[src/hw/rtl/mpd_pkg.sv]
// Shared types and constants for the mean pixel distance best-match block.
// No dependencies.
`timescale 1ns / 1ps
`default_nettype none
package mpd_pkg;
	localparam int ChannelBits = 8;
	localparam int CountBits   = 20;
	localparam int FracBits    = 8;
	localparam int IdBits      = 16;

	localparam int MeanBits  = ChannelBits + 1 + FracBits;
	localparam int SumBits   = MeanBits + CountBits + 1;
	localparam int CntBits   = CountBits + 1;
	localparam int SqBits    = 2 * ChannelBits + 2;
	// Root steps: one per bit pair of the squared distance plus the fraction pairs.
	localparam int SqrtSteps = SqBits / 2 + FracBits;
	localparam int SqxBits   = 2 * SqrtSteps;
	localparam int RemBits   = MeanBits + 3;
	localparam int DremBits  = CntBits + 1;

	localparam logic [MeanBits-1:0] MeanSat  = {MeanBits{1'b1}};
	localparam logic [CntBits-1:0]  CountMax = {CntBits{1'b1}};

	// One classified pixel pair waiting for the back end.
	typedef struct packed {
		logic [SqBits-1:0] sq;
		logic [IdBits-1:0] id;
		logic              last;
		logic              invalid;
		logic              first;
	} pair_t;
endpackage
`default_nettype wire

[src/hw/rtl/mpd_if.sv]
// Handshake interfaces for pixel pair items and result items.
// Depends on mpd_pkg.
`timescale 1ns / 1ps
`default_nettype none
interface mpd_pix_if;
	logic                          valid;
	logic                          ready;
	logic [mpd_pkg::ChannelBits-1:0] ref_red;
	logic [mpd_pkg::ChannelBits-1:0] ref_green;
	logic [mpd_pkg::ChannelBits-1:0] ref_blue;
	logic [mpd_pkg::ChannelBits-1:0] cand_red;
	logic [mpd_pkg::ChannelBits-1:0] cand_green;
	logic [mpd_pkg::ChannelBits-1:0] cand_blue;
	logic [mpd_pkg::IdBits-1:0]      candidate_id;
	logic                          last_pixel;
	logic                          candidate_invalid;
	logic                          first_of_set;
	modport source (output valid, ref_red, ref_green, ref_blue, cand_red, cand_green,
		cand_blue, candidate_id, last_pixel, candidate_invalid, first_of_set,
		input ready);
	modport sink (input valid, ref_red, ref_green, ref_blue, cand_red, cand_green,
		cand_blue, candidate_id, last_pixel, candidate_invalid, first_of_set,
		output ready);
endinterface

interface mpd_res_if;
	logic                         valid;
	logic                         ready;
	logic [mpd_pkg::MeanBits-1:0] mean_distance;
	logic [mpd_pkg::IdBits-1:0]   result_id;
	logic [mpd_pkg::MeanBits-1:0] best_distance;
	logic [mpd_pkg::IdBits-1:0]   best_id;
	logic                         best_valid;
	modport source (output valid, mean_distance, result_id, best_distance, best_id,
		best_valid, input ready);
	modport sink (input valid, mean_distance, result_id, best_distance, best_id,
		best_valid, output ready);
endinterface
`default_nettype wire

[src/hw/rtl/mpd_front.sv]
// Front end: takes pixel pair items and forms the squared color distance.
// Depends on mpd_pkg and mpd_if.
`timescale 1ns / 1ps
`default_nettype none
module mpd_front (
	mpd_pix_if.sink               pix,
	input  wire logic             q_ready,
	output logic                  q_push,
	output mpd_pkg::pair_t        q_data
);
	logic [mpd_pkg::ChannelBits-1:0] dr, dg, db;
	logic [2*mpd_pkg::ChannelBits-1:0] sqr, sqg, sqb;

	// Absolute channel differences.
	always_comb begin
		dr = (pix.ref_red > pix.cand_red) ? pix.ref_red - pix.cand_red
			: pix.cand_red - pix.ref_red;
		dg = (pix.ref_green > pix.cand_green) ? pix.ref_green - pix.cand_green
			: pix.cand_green - pix.ref_green;
		db = (pix.ref_blue > pix.cand_blue) ? pix.ref_blue - pix.cand_blue
			: pix.cand_blue - pix.ref_blue;
	end

	// Squares and their sum.
	assign sqr = dr * dr;
	assign sqg = dg * dg;
	assign sqb = db * db;

	always_comb begin
		q_data.sq = mpd_pkg::SqBits'(sqr) + mpd_pkg::SqBits'(sqg) + mpd_pkg::SqBits'(sqb);
		q_data.id      = pix.candidate_id;
		q_data.last    = pix.last_pixel;
		q_data.invalid = pix.candidate_invalid;
		q_data.first   = pix.first_of_set;
	end

	assign pix.ready = q_ready;
	assign q_push    = pix.valid & q_ready;
endmodule
`default_nettype wire

[src/hw/rtl/mpd_queue.sv]
// Two-entry queue between the front and back ends.
// Depends on mpd_pkg.
`timescale 1ns / 1ps
`default_nettype none
module mpd_queue (
	input  wire logic           clk,
	input  wire logic           arst_n,
	input  wire logic           push,
	input  mpd_pkg::pair_t      push_data,
	output logic                push_ready,
	input  wire logic           pop,
	output mpd_pkg::pair_t      pop_data,
	output logic                pop_valid
);
	mpd_pkg::pair_t mem_q [2];
	logic       wr_ptr_q, rd_ptr_q;
	logic [1:0] fill_q;

	assign push_ready = (fill_q != 2'd2);
	assign pop_valid  = (fill_q != 2'd0);
	assign pop_data   = mem_q[rd_ptr_q];

	// Storage writes.
	always_ff @(posedge clk) begin
		if (push) begin
			mem_q[wr_ptr_q] <= push_data;
		end
	end

	// Pointers and fill level.
	always_ff @(posedge clk or negedge arst_n) begin
		if (!arst_n) begin
			wr_ptr_q <= 1'b0;
			rd_ptr_q <= 1'b0;
			fill_q   <= 2'd0;
		end else begin
			if (push) wr_ptr_q <= ~wr_ptr_q;
			if (pop)  rd_ptr_q <= ~rd_ptr_q;
			fill_q <= fill_q + {1'b0, push} - {1'b0, pop};
		end
	end
endmodule
`default_nettype wire

[src/hw/rtl/mpd_back.sv]
// Back end: bit-serial square root, accumulation, serial division and best tracking.
// Depends on mpd_pkg and mpd_if.
`timescale 1ns / 1ps
`default_nettype none
module mpd_back (
	input  wire logic        clk,
	input  wire logic        arst_n,
	input  mpd_pkg::pair_t   q_data,
	input  wire logic        q_valid,
	output logic             q_pop,
	mpd_res_if.source        res
);
	localparam logic [2:0] ST_IDLE = 3'd0;
	localparam logic [2:0] ST_SQRT = 3'd1;
	localparam logic [2:0] ST_ACC  = 3'd2;
	localparam logic [2:0] ST_DIV  = 3'd3;
	localparam logic [2:0] ST_OUT  = 3'd4;

	localparam int StepBits = $clog2(mpd_pkg::SumBits);

	logic [2:0]                       state_q;
	logic [StepBits-1:0]              step_q;
	logic [mpd_pkg::SqxBits-1:0]      sqx_q;
	logic [mpd_pkg::MeanBits-1:0]     root_q;
	logic [mpd_pkg::RemBits-1:0]      rem_q;
	logic [mpd_pkg::IdBits-1:0]       id_q;
	logic                             last_q;
	logic [mpd_pkg::SumBits-1:0]      sum_q;
	logic [mpd_pkg::CntBits-1:0]      cnt_q;
	logic                             inv_q;
	logic [mpd_pkg::SumBits-1:0]      dq_q;
	logic [mpd_pkg::DremBits-1:0]     drem_q;
	logic [mpd_pkg::MeanBits-1:0]     mean_q;
	logic [mpd_pkg::MeanBits-1:0]     best_mean_q;
	logic [mpd_pkg::IdBits-1:0]       best_id_q;
	logic                             best_found_q;
	logic                             out_valid_q;
	logic [mpd_pkg::MeanBits-1:0]     out_mean_q, out_best_q;
	logic [mpd_pkg::IdBits-1:0]       out_id_q, out_best_id_q;
	logic                             out_best_valid_q;

	logic [mpd_pkg::RemBits-1:0]  rem_sh, trial;
	logic                         root_bit;
	logic [mpd_pkg::SumBits-1:0]  sum_n;
	logic [mpd_pkg::CntBits-1:0]  cnt_n;
	logic                         inv_n;
	logic [mpd_pkg::DremBits-1:0] drem_sh, divisor;
	logic                         quo_bit;
	logic                         out_free;
	logic                         out_load;
	logic                         better;

	// One root step: bring down a bit pair and try the next root bit.
	always_comb begin
		rem_sh   = {rem_q[mpd_pkg::RemBits-3:0], sqx_q[mpd_pkg::SqxBits-1 -: 2]};
		trial    = {1'b0, root_q, 2'b01};
		root_bit = (rem_sh >= trial);
	end

	// Accumulator update, with the count saturating into the invalid flag.
	always_comb begin
		if (cnt_q == mpd_pkg::CountMax) begin
			sum_n = sum_q;
			cnt_n = cnt_q;
			inv_n = 1'b1;
		end else begin
			sum_n = sum_q + mpd_pkg::SumBits'(root_q);
			cnt_n = cnt_q + 1'b1;
			inv_n = inv_q;
		end
	end

	// One restoring division step.
	always_comb begin
		drem_sh = {drem_q[mpd_pkg::DremBits-2:0], dq_q[mpd_pkg::SumBits-1]};
		divisor = {1'b0, cnt_q};
		quo_bit = (drem_sh >= divisor);
	end

	assign out_free = !out_valid_q || res.ready;
	assign out_load = (state_q == ST_OUT) && out_free;
	assign better   = (mean_q < best_mean_q);
	assign q_pop    = (state_q == ST_IDLE) && q_valid;

	// Sequencer and datapath registers.
	always_ff @(posedge clk or negedge arst_n) begin
		if (!arst_n) begin
			state_q          <= ST_IDLE;
			step_q           <= '0;
			sum_q            <= '0;
			cnt_q            <= '0;
			inv_q            <= 1'b0;
			best_mean_q      <= mpd_pkg::MeanSat;
			best_id_q        <= '0;
			best_found_q     <= 1'b0;
			out_valid_q      <= 1'b0;
		end else begin
			// The output register fills on a hand-off and empties when taken.
			if (out_load) begin
				out_valid_q <= 1'b1;
			end else if (res.ready) begin
				out_valid_q <= 1'b0;
			end
			case (state_q)
				ST_IDLE: begin
					if (q_valid) begin
						sqx_q  <= {q_data.sq, {(2*mpd_pkg::FracBits){1'b0}}};
						root_q <= '0;
						rem_q  <= '0;
						id_q   <= q_data.id;
						last_q <= q_data.last;
						if (q_data.invalid) inv_q <= 1'b1;
						if (q_data.first) begin
							best_mean_q  <= mpd_pkg::MeanSat;
							best_id_q    <= '0;
							best_found_q <= 1'b0;
						end
						step_q  <= StepBits'(mpd_pkg::SqrtSteps - 1);
						state_q <= ST_SQRT;
					end
				end
				ST_SQRT: begin
					sqx_q  <= sqx_q << 2;
					rem_q  <= root_bit ? rem_sh - trial : rem_sh;
					root_q <= {root_q[mpd_pkg::MeanBits-2:0], root_bit};
					step_q <= step_q - 1'b1;
					if (step_q == '0) state_q <= ST_ACC;
				end
				ST_ACC: begin
					sum_q <= sum_n;
					cnt_q <= cnt_n;
					inv_q <= inv_n;
					if (!last_q) begin
						state_q <= ST_IDLE;
					end else if (inv_n || cnt_n == '0) begin
						mean_q  <= mpd_pkg::MeanSat;
						state_q <= ST_OUT;
					end else begin
						dq_q    <= sum_n;
						drem_q  <= '0;
						step_q  <= StepBits'(mpd_pkg::SumBits - 1);
						state_q <= ST_DIV;
					end
				end
				ST_DIV: begin
					drem_q <= quo_bit ? drem_sh - divisor : drem_sh;
					dq_q   <= {dq_q[mpd_pkg::SumBits-2:0], quo_bit};
					step_q <= step_q - 1'b1;
					if (step_q == '0) begin
						// Clamp a valid mean below the saturated code.
						if ({dq_q[mpd_pkg::SumBits-2:0], quo_bit} >=
							mpd_pkg::SumBits'(mpd_pkg::MeanSat)) begin
							mean_q <= mpd_pkg::MeanSat - 1'b1;
						end else begin
							mean_q <= dq_q[mpd_pkg::MeanBits-2:0] == '0 && quo_bit == 1'b0
								? '0 : {dq_q[mpd_pkg::MeanBits-2:0], quo_bit};
						end
						state_q <= ST_OUT;
					end
				end
				ST_OUT: begin
					if (out_free) begin
						out_mean_q       <= mean_q;
						out_id_q         <= id_q;
						out_best_q       <= better ? mean_q : best_mean_q;
						out_best_id_q    <= better ? id_q : best_id_q;
						out_best_valid_q <= better | best_found_q;
						if (better) begin
							best_mean_q  <= mean_q;
							best_id_q    <= id_q;
							best_found_q <= 1'b1;
						end
						sum_q   <= '0;
						cnt_q   <= '0;
						inv_q   <= 1'b0;
						state_q <= ST_IDLE;
					end
				end
				default: begin
					state_q <= ST_IDLE;
				end
			endcase
		end
	end

	assign res.valid         = out_valid_q;
	assign res.mean_distance = out_mean_q;
	assign res.result_id     = out_id_q;
	assign res.best_distance = out_best_q;
	assign res.best_id       = out_best_id_q;
	assign res.best_valid    = out_best_valid_q;
endmodule
`default_nettype wire

[src/hw/rtl/mean_pixel_distance_best_match.sv]
// Channel | Dir | Item
// pix     | in  | reference and candidate RGB pixel pair with candidate flags
// res     | out | candidate mean distance with the best match of the set
//
// In the back end a pixel pair is dispatched, runs 17 root steps and is accumulated;
// the pair that closes a valid candidate then passes through the serial divider before
// the result is handed off. The root and divider are bit-serial, one pair at a time.
// The front end squares pairs combinationally and pushes them into a two-entry queue.
// Reset clears the accumulators and sets the best mean to the saturated code.
// A stalled result waits in its output register while the back end keeps working.
// Depends on mpd_pkg, mpd_if, mpd_front, mpd_queue, mpd_back.
`timescale 1ns / 1ps
`default_nettype none
module mean_pixel_distance_best_match (
	input  wire logic  clk,
	input  wire logic  arst_n,
	mpd_pix_if.sink    pix,
	mpd_res_if.source  res
);
	mpd_pkg::pair_t push_data, pop_data;
	logic push, push_ready, pop, pop_valid;

	// Front end: classify and square.
	mpd_front u_front (
		.pix     (pix),
		.q_ready (push_ready),
		.q_push  (push),
		.q_data  (push_data)
	);

	// Queue between the two ends.
	mpd_queue u_queue (
		.clk        (clk),
		.arst_n     (arst_n),
		.push       (push),
		.push_data  (push_data),
		.push_ready (push_ready),
		.pop        (pop),
		.pop_data   (pop_data),
		.pop_valid  (pop_valid)
	);

	// Back end: root, mean and best match.
	mpd_back u_back (
		.clk     (clk),
		.arst_n  (arst_n),
		.q_data  (pop_data),
		.q_valid (pop_valid),
		.q_pop   (pop),
		.res     (res)
	);

`ifndef SYNTHESIS
	// The best of the set never exceeds the mean just reported.
	a_best_le_mean: assert property (@(posedge clk) disable iff (!arst_n)
		res.valid |-> res.best_distance <= res.mean_distance)
		else $error("best distance above current mean");
	// A valid best never carries the saturated code.
	a_best_valid_code: assert property (@(posedge clk) disable iff (!arst_n)
		res.valid && res.best_valid |-> res.best_distance != mpd_pkg::MeanSat)
		else $error("valid best holds saturated code");
	// Without a valid best, the best fields hold their cleared values.
	a_best_cleared: assert property (@(posedge clk) disable iff (!arst_n)
		res.valid && !res.best_valid |-> res.best_distance == mpd_pkg::MeanSat
			&& res.best_id == '0)
		else $error("best fields not cleared");
`endif
endmodule
`default_nettype wire
[src/flat_wrapper.sv]
// flat-port wrapper written by rule: the top's interface ports become plain ports
module mean_pixel_distance_best_match_flat 
  (clk, arst_n, pix_valid, pix_ref_red, pix_ref_green, pix_ref_blue, pix_cand_red, pix_cand_green, pix_cand_blue, pix_candidate_id, pix_last_pixel, pix_candidate_invalid, pix_first_of_set, pix_ready, res_valid, res_mean_distance, res_result_id, res_best_distance, res_best_id, res_best_valid, res_ready);
  mpd_pix_if pix_i ();
  mpd_res_if res_i ();
  input  wire logic clk;
  input  wire logic arst_n;
  input wire logic [$bits(pix_i.valid)-1:0] pix_valid;
  input wire logic [$bits(pix_i.ref_red)-1:0] pix_ref_red;
  input wire logic [$bits(pix_i.ref_green)-1:0] pix_ref_green;
  input wire logic [$bits(pix_i.ref_blue)-1:0] pix_ref_blue;
  input wire logic [$bits(pix_i.cand_red)-1:0] pix_cand_red;
  input wire logic [$bits(pix_i.cand_green)-1:0] pix_cand_green;
  input wire logic [$bits(pix_i.cand_blue)-1:0] pix_cand_blue;
  input wire logic [$bits(pix_i.candidate_id)-1:0] pix_candidate_id;
  input wire logic [$bits(pix_i.last_pixel)-1:0] pix_last_pixel;
  input wire logic [$bits(pix_i.candidate_invalid)-1:0] pix_candidate_invalid;
  input wire logic [$bits(pix_i.first_of_set)-1:0] pix_first_of_set;
  output wire logic [$bits(pix_i.ready)-1:0] pix_ready;
  output wire logic [$bits(res_i.valid)-1:0] res_valid;
  output wire logic [$bits(res_i.mean_distance)-1:0] res_mean_distance;
  output wire logic [$bits(res_i.result_id)-1:0] res_result_id;
  output wire logic [$bits(res_i.best_distance)-1:0] res_best_distance;
  output wire logic [$bits(res_i.best_id)-1:0] res_best_id;
  output wire logic [$bits(res_i.best_valid)-1:0] res_best_valid;
  input wire logic [$bits(res_i.ready)-1:0] res_ready;
  assign pix_i.valid = pix_valid;
  assign pix_i.ref_red = pix_ref_red;
  assign pix_i.ref_green = pix_ref_green;
  assign pix_i.ref_blue = pix_ref_blue;
  assign pix_i.cand_red = pix_cand_red;
  assign pix_i.cand_green = pix_cand_green;
  assign pix_i.cand_blue = pix_cand_blue;
  assign pix_i.candidate_id = pix_candidate_id;
  assign pix_i.last_pixel = pix_last_pixel;
  assign pix_i.candidate_invalid = pix_candidate_invalid;
  assign pix_i.first_of_set = pix_first_of_set;
  assign pix_ready = pix_i.ready;
  assign res_valid = res_i.valid;
  assign res_mean_distance = res_i.mean_distance;
  assign res_result_id = res_i.result_id;
  assign res_best_distance = res_i.best_distance;
  assign res_best_id = res_i.best_id;
  assign res_best_valid = res_i.best_valid;
  assign res_i.ready = res_ready;
  mean_pixel_distance_best_match u_core (.clk(clk), .arst_n(arst_n), .pix(pix_i), .res(res_i));
endmodule
[config.mk]
export PLATFORM = sky130hd
export DESIGN_NAME = mean_pixel_distance_best_match_flat
export DESIGN_NICKNAME = d
export VERILOG_FILES = /design/src/hw/rtl/mpd_pkg.sv /design/src/hw/rtl/mpd_if.sv /design/src/hw/rtl/mpd_front.sv /design/src/hw/rtl/mpd_queue.sv /design/src/hw/rtl/mpd_back.sv /design/src/hw/rtl/mean_pixel_distance_best_match.sv /design/src/flat_wrapper.sv
export SDC_FILE = /design/constraint.sdc
export NUM_CORES = 1
export LEC_CHECK = 0
export BUFFER_PORTS_ARGS = -buffer_cell sky130_fd_sc_hd__buf_2
export CAP_MARGIN = 20
export CORE_AREA = 2 2 224 315
export DETAILED_ROUTE_END_ITERATION = 7
export DIE_AREA = 0 0 226 317
export PLACE_DENSITY_LB_ADDON = 0.08
export SETUP_SLACK_MARGIN = 0.2
export SYNTH_ARGS = -nofsm -noshare
export SYNTH_HDL_FRONTEND = slang
export SYNTH_SLANG_ARGS = --single-unit
[constraint.sdc]
create_clock -name clk -period 7.5 [get_ports clk]
set_clock_uncertainty 0.15 [all_clocks]
set_input_delay 0.375 -clock clk [delete_from_list [all_inputs] [get_ports clk]]
set_output_delay 0.375 -clock clk [all_outputs]
set_load 0.005 [all_outputs]
* After elaboration in Yosys (flattened, before gate mapping)
Memory sizes are Yosys's and may differ from the RTL's.
Index checks and enable logic that the tools add are counted.
** Word-level totals
- Flip-flop bits (word level) :: 337
- Memories kept :: 1
- Memory bits (writable) :: 74
- Word-level logic and storage cells :: 166
- Output and inout port bits :: 69
- Input bits :: 71
** Operators by class
- Add/sub/neg operators :: 15
- Bitwise gates (word level) :: 5
- Order comparisons :: 7
- Eq/ne operators :: 16
- Muxes and demuxes :: 64
- Multiply operators :: 3
- Reduce and logical (&&, ||, !) cells :: 30
** Memories
- u_core.u_queue.mem_q :: words 2, bits a word 37, rd ports 1, clocked after memory_dff 0, wr ports 1, RTL line mpd_queue.sv:15 : mpd_pkg::pair_t mem_q [2];
** Operator list (count)
- 17-bit two-way mux :: 10
- 38-bit two-way mux :: 4
- 38-bit one-hot mux with 2 select lines :: 2
- 21-bit two-way mux :: 5
- 17-bit one-hot mux with 2 select lines :: 3
- 21-bit one-hot mux with 2 select lines :: 2
- 34-bit one-hot mux with 2 select lines :: 1
- 16-bit two-way mux :: 4
- 8-bit by 8-bit multiplier with 16-bit output :: 3
- 8-bit subtractor :: 6
- 38-bit by 17-bit adder with 38-bit output :: 1
- 38-bit by 17-bit greater-or-equal comparator with 1-bit output, second input constant :: 1
- 18-bit two-way mux :: 2
- 18-bit one-hot mux with 2 select lines :: 1
- 34-bit two-way mux :: 1
- 16-bit one-hot mux with 2 select lines :: 1
- 8-bit greater-than comparator :: 3
- 8-bit two-way mux :: 3
- 22-bit by 21-bit greater-or-equal comparator with 1-bit output :: 1
- 21-bit by 1-bit adder with 21-bit output, second input constant :: 1
- 21-bit == test, second input constant :: 1
- 21-bit zero test :: 1
- 21-bit subtractor :: 1
- 20-bit by 19-bit greater-or-equal comparator with 1-bit output :: 1
- other kinds (35) :: 81

* Longest topological paths before layout
- Depth in word-level cells :: 7
- Mapped depth :: 34
- Depth with buffers taken out :: 34

* Hierarchy
From an unflattened synthesis, not the netlist that was laid out.
** Second synthesis, totals
- Cells, all modules :: 2633
- Area, all modules :: 27496.4 um^2
** Modules (own cells, without submodules)
- mpd_back :: cells each 1622, instances 1, area each 16941.2 um^2, seq. area each 9019.9 um^2
- mpd_front :: cells each 881, instances 1, area each 7603.5 um^2, seq. area each 0.0 um^2
- mpd_queue :: cells each 130, instances 1, area each 2951.6 um^2, seq. area each 2322.2 um^2

* Least setup slack after synthesis
OpenSTA, ideal clock, no wires.
- Path kind :: input -> register
- Start point :: input pix_ref_red[0]
- End point :: memory u_core.u_queue.mem_q[0][36] (netlist bit) (data pin)
- Library setup time :: 143 ps
- Required time :: 7207 ps
- Path slack :: -1128 ps
- Arrival time :: 8334 ps
- Buffers on the path :: 1
- Cell stages on the path :: 33
- Path through :: inv_1 ha_1 inv_1 fa_1 a21o_1 a21oi_1 o21ai_0 a21o_1 and3_1 or4_1 and3_1 clkbuf_1 or3_1 fa_1 inv_1 fa_1 inv_1 fa_1 fa_1 inv_1 fa_1 inv_1 fa_1 fa_1 inv_1 ha_1 o21a_1 o21ai_0 a21oi_1 o2111ai_1 a31oi_1 or4_1 nand4_1
** RTL lines
- start, declared :: RTL line flat_wrapper.sv:9 : input wire logic [$bits(pix_i.ref_red)-1:0] pix_ref_red;
- end, declared :: RTL line mpd_queue.sv:15

==> impl_metrics.yaml <==
global_route:
  grtUsageTotal_pct: 19.3
  grt_pass1_vias: 21100
  grt_pass1_wl_um: 111000
  antenna_found_initial: 1
  grt_max_degree: 68
  grt.overflow.total: 0
cells_and_area:
  final_common_cell: "inv_1"
  multi_input_area_um2: 15000
  drive_above_1_share_pct: 21.3
  fillerInstances: 6426
  seq_area_um2: 11300
  area_growth_pct: 20.2
  layout.nets: 3410
  final_cell_mix: "inv_1, edfxtp_1, buf_4, o21ai_0, ha_1"
floorplanning:
  initial_core_util_pct: 39.8
  core.rowCount: 114
  io_pins: 140
  die_area_um2: 71600
  dieWidth_um: 226
  core_um2: 68600
  die_height_um: 317
min_path:
  hp-class: "in -> reg"
  worstHoldStart: "pix_valid"
synth:
  async_flop_share_pct: 27.3
  yosys_warnings: 0
  synth_enable_flop_cells: 287
  ys_ff_latch: 395
  yosysTopAreaCellShare_pct: 31.5
  netlist_instances: 2648
  synth_area_um2: 27300
  synth_nets: 3063
  yosysTopAreaCell: "edfxtp_1"
  synth-seq-area-share_pct: 41.5
  avgSynthCellArea_um2: 10.3
  ys_types: 83
  synth_ff_type: "edfxtp_1"
  synth_top_cells_by_area: "edfxtp_1, fa_1, ha_1"
routing:
  postRouteAntennaNets: 0
  wirelength_um: 68100
  first_iter_violations: 1052
  drt_first_pass_iters: 5
  drt_drc_violations_left: 0
  vias: 20500
  via_per_inst: 5.18
  routedWlPerCell_um: 17.2
sta:
  hold_viol: 0
  timing.final.ws_setup_ps: -120
  max_freq_mhz: 131
  layout_min_cycle_time_ps: 7620
  finalCritPeriodShare_pct: 102
  setup_viol: 7
  drv_slew: 0
  max_slew.worst_pin.slew_ps: 953
  rsz0062_at_grt: "true"
  slew_headroom_pct: 36.0
place:
  hpwl_um: 51800
  numPortBuffers: 139
  place.gp.congestion: 0.856
  place_ws_ps: -1050
critical_path:
  r2r_setup_slack_ps: 3030
  start_kind: "input port"
  worst_ep_arrival_time_ps: 7750
  end_kind: "register"
  path_class: "in -> reg"
  cpPeakStageDelay_ps: 500
  crit_fanout: 4
  cp_num_buf_inv: 11
  crit_family: "adder cells"
  cp.required_ps: 7630
  crit_start: "pix_ref_red[0]"
  crit_slowest_cell: "fa_1"
  cpMostUsedCell: "fa_1"
  r2r-start: "u_core.u_back.cnt_q[0]"
clock_tree:
  clock_latency_ps: 560
  clkSinkCount: 395
  clk_pin_slew_worst_paths_ps: 60
  cts_buffers: 40
  cts_buffer_depth: 3
  root_buffer: "clkbuf_16"
  cts_tree: "built"
  htreeDepth: 2
status:
  violations: "negative setup slack"
  run_status: "complete, but fails checks"
run:
  drv_cap: 0
-- final timing paths --
check / cells past startpoint / end
setup reg to reg: 10 / u_core.u_back.dq_q[21]
min in group asynchronous: 2 / u_core.u_back.cnt_q[6]
max in group asynchronous: 4 / u_core.u_back.best_id_q[11]
setup / recovery: 36 / u_core.u_queue.mem_q[1][36]
hold reg to reg: 2 / u_core.u_back.best_mean_q[0]
hold / removal: 3 / u_core.u_queue.wr_ptr_q
-- sequential cells by signal, indices dropped and copies added, names as in the netlist, 17 cells and up --
| register | cells |
|---|---|
| u_core.u_back.res.best_distance | 17 |
| u_core.u_back.rem_q | 18 |
| u_core.u_back.mean_q | 17 |
| u_core.u_back.best_mean_q | 17 |
| u_core.u_back.drem_q | 21 |
| u_core.u_back.root_q | 17 |
| u_core.u_back.cnt_q | 21 |
| u_core.u_back.res.mean_distance | 17 |
| u_core.u_back.dq_q | 38 |
| u_core.u_back.sum_q | 38 |
| u_core.u_back.sqx_q | 18 |
| u_core.u_queue.mem_q | 74 |
-- Yosys cell counts, types with 17 or more instances --
library cell,n
inv_1,333
xnor2_1,58
and3_1,24
dfrtp_1,91
edfxtp_1,287
nor2_1,174
and2_1,18
dfstp_2,17
o21ai_0,198
a21oi_1,125
a22o_1,21
ha_1,203
a31oi_1,31
mux2i_1,47
fa_1,141
nand3_1,92
nand2_1,176
a2bb2oi_1,17
or3_1,23
xor2_1,50
nand4_1,23
clkbuf_1,83
nor2b_1,19
nor3_1,55
mux2_2,38
o211ai_1,17
nand3b_1,24
nand2b_1,35
a21o_1,28
-- stage by stage --
stage	hold slack, ps	setup TNS (ps)	cells	util [%]	area (µm²)
global route	54.2	-3150	3955	47.9	32800
CTS	24.7	-430	3948	47.6	32700
global placement	279	-12810	3837	44.9	30800
finish	50.9	-543	3955	47.9	32800
floorplan	-70.6	-3340	2648	-	27600
detailed placement	284	-14630	3839	44.9	30800
-- cells by family after synthesis --
logic type | after synthesis | synth area share, %
fa+ha+maj | 344 | 19.6
compound gates | 564 | 13.0
buf+inv | 424 | 5.84
flops | 395 | 41.5
xor+xnor | 110 | 3.58
simple gates | 725 | 13.1
mux | 86 | 3.34
-- routing by layer --
| metal | vias up | share of wire, % | track usage (%) |
|---|---|---|---|
| met4 | 0 | 2.3 | 5.66 |
| met1 | 10100 | 41 | 22.9 |
| li1 | 9982 | - | - |
| met3 | 94 | 2.8 | 1.69 |
| met2 | 340 | 54 | 36.7 |
| met5 | - | 0 | 0 |
-- worst reg2reg max path, stage by stage (launching register included) --
cell and delay, ps:
dfrtp_1 480, ha_1 300, nand4_1 310, or4_1 720, o22ai_1 230, a32oi_1 140
nor4_2 440, nand4_1 270, o211ai_1 530, a21oi_4 90, buf_4 360
-- layout make-up --
type	instances	area share, %
Antenna cell	1	0.00762
Clock buffer	53	3.42
Clock inverter	20	0.507
Inverter	334	3.87
Multi-Input combinational cell	1829	45.8
Sequential cell	395	34.5
Tap cell	928	3.54
Timing Repair Buffer	395	8.32
-- what timing repair did --
action / CTS / global route
gates resized for setup: 65 / 33
pin swaps: 66 / 29
hold buffers: 20 / 0
endpoints found under the setup margin: 18 / 20
endpoints found under the hold margin: 75 / 0
buffers inserted: 16 / 6
Power is not shown: default switching activity piles up to over one toggle a cycle in this logic, so the estimate is an artifact.
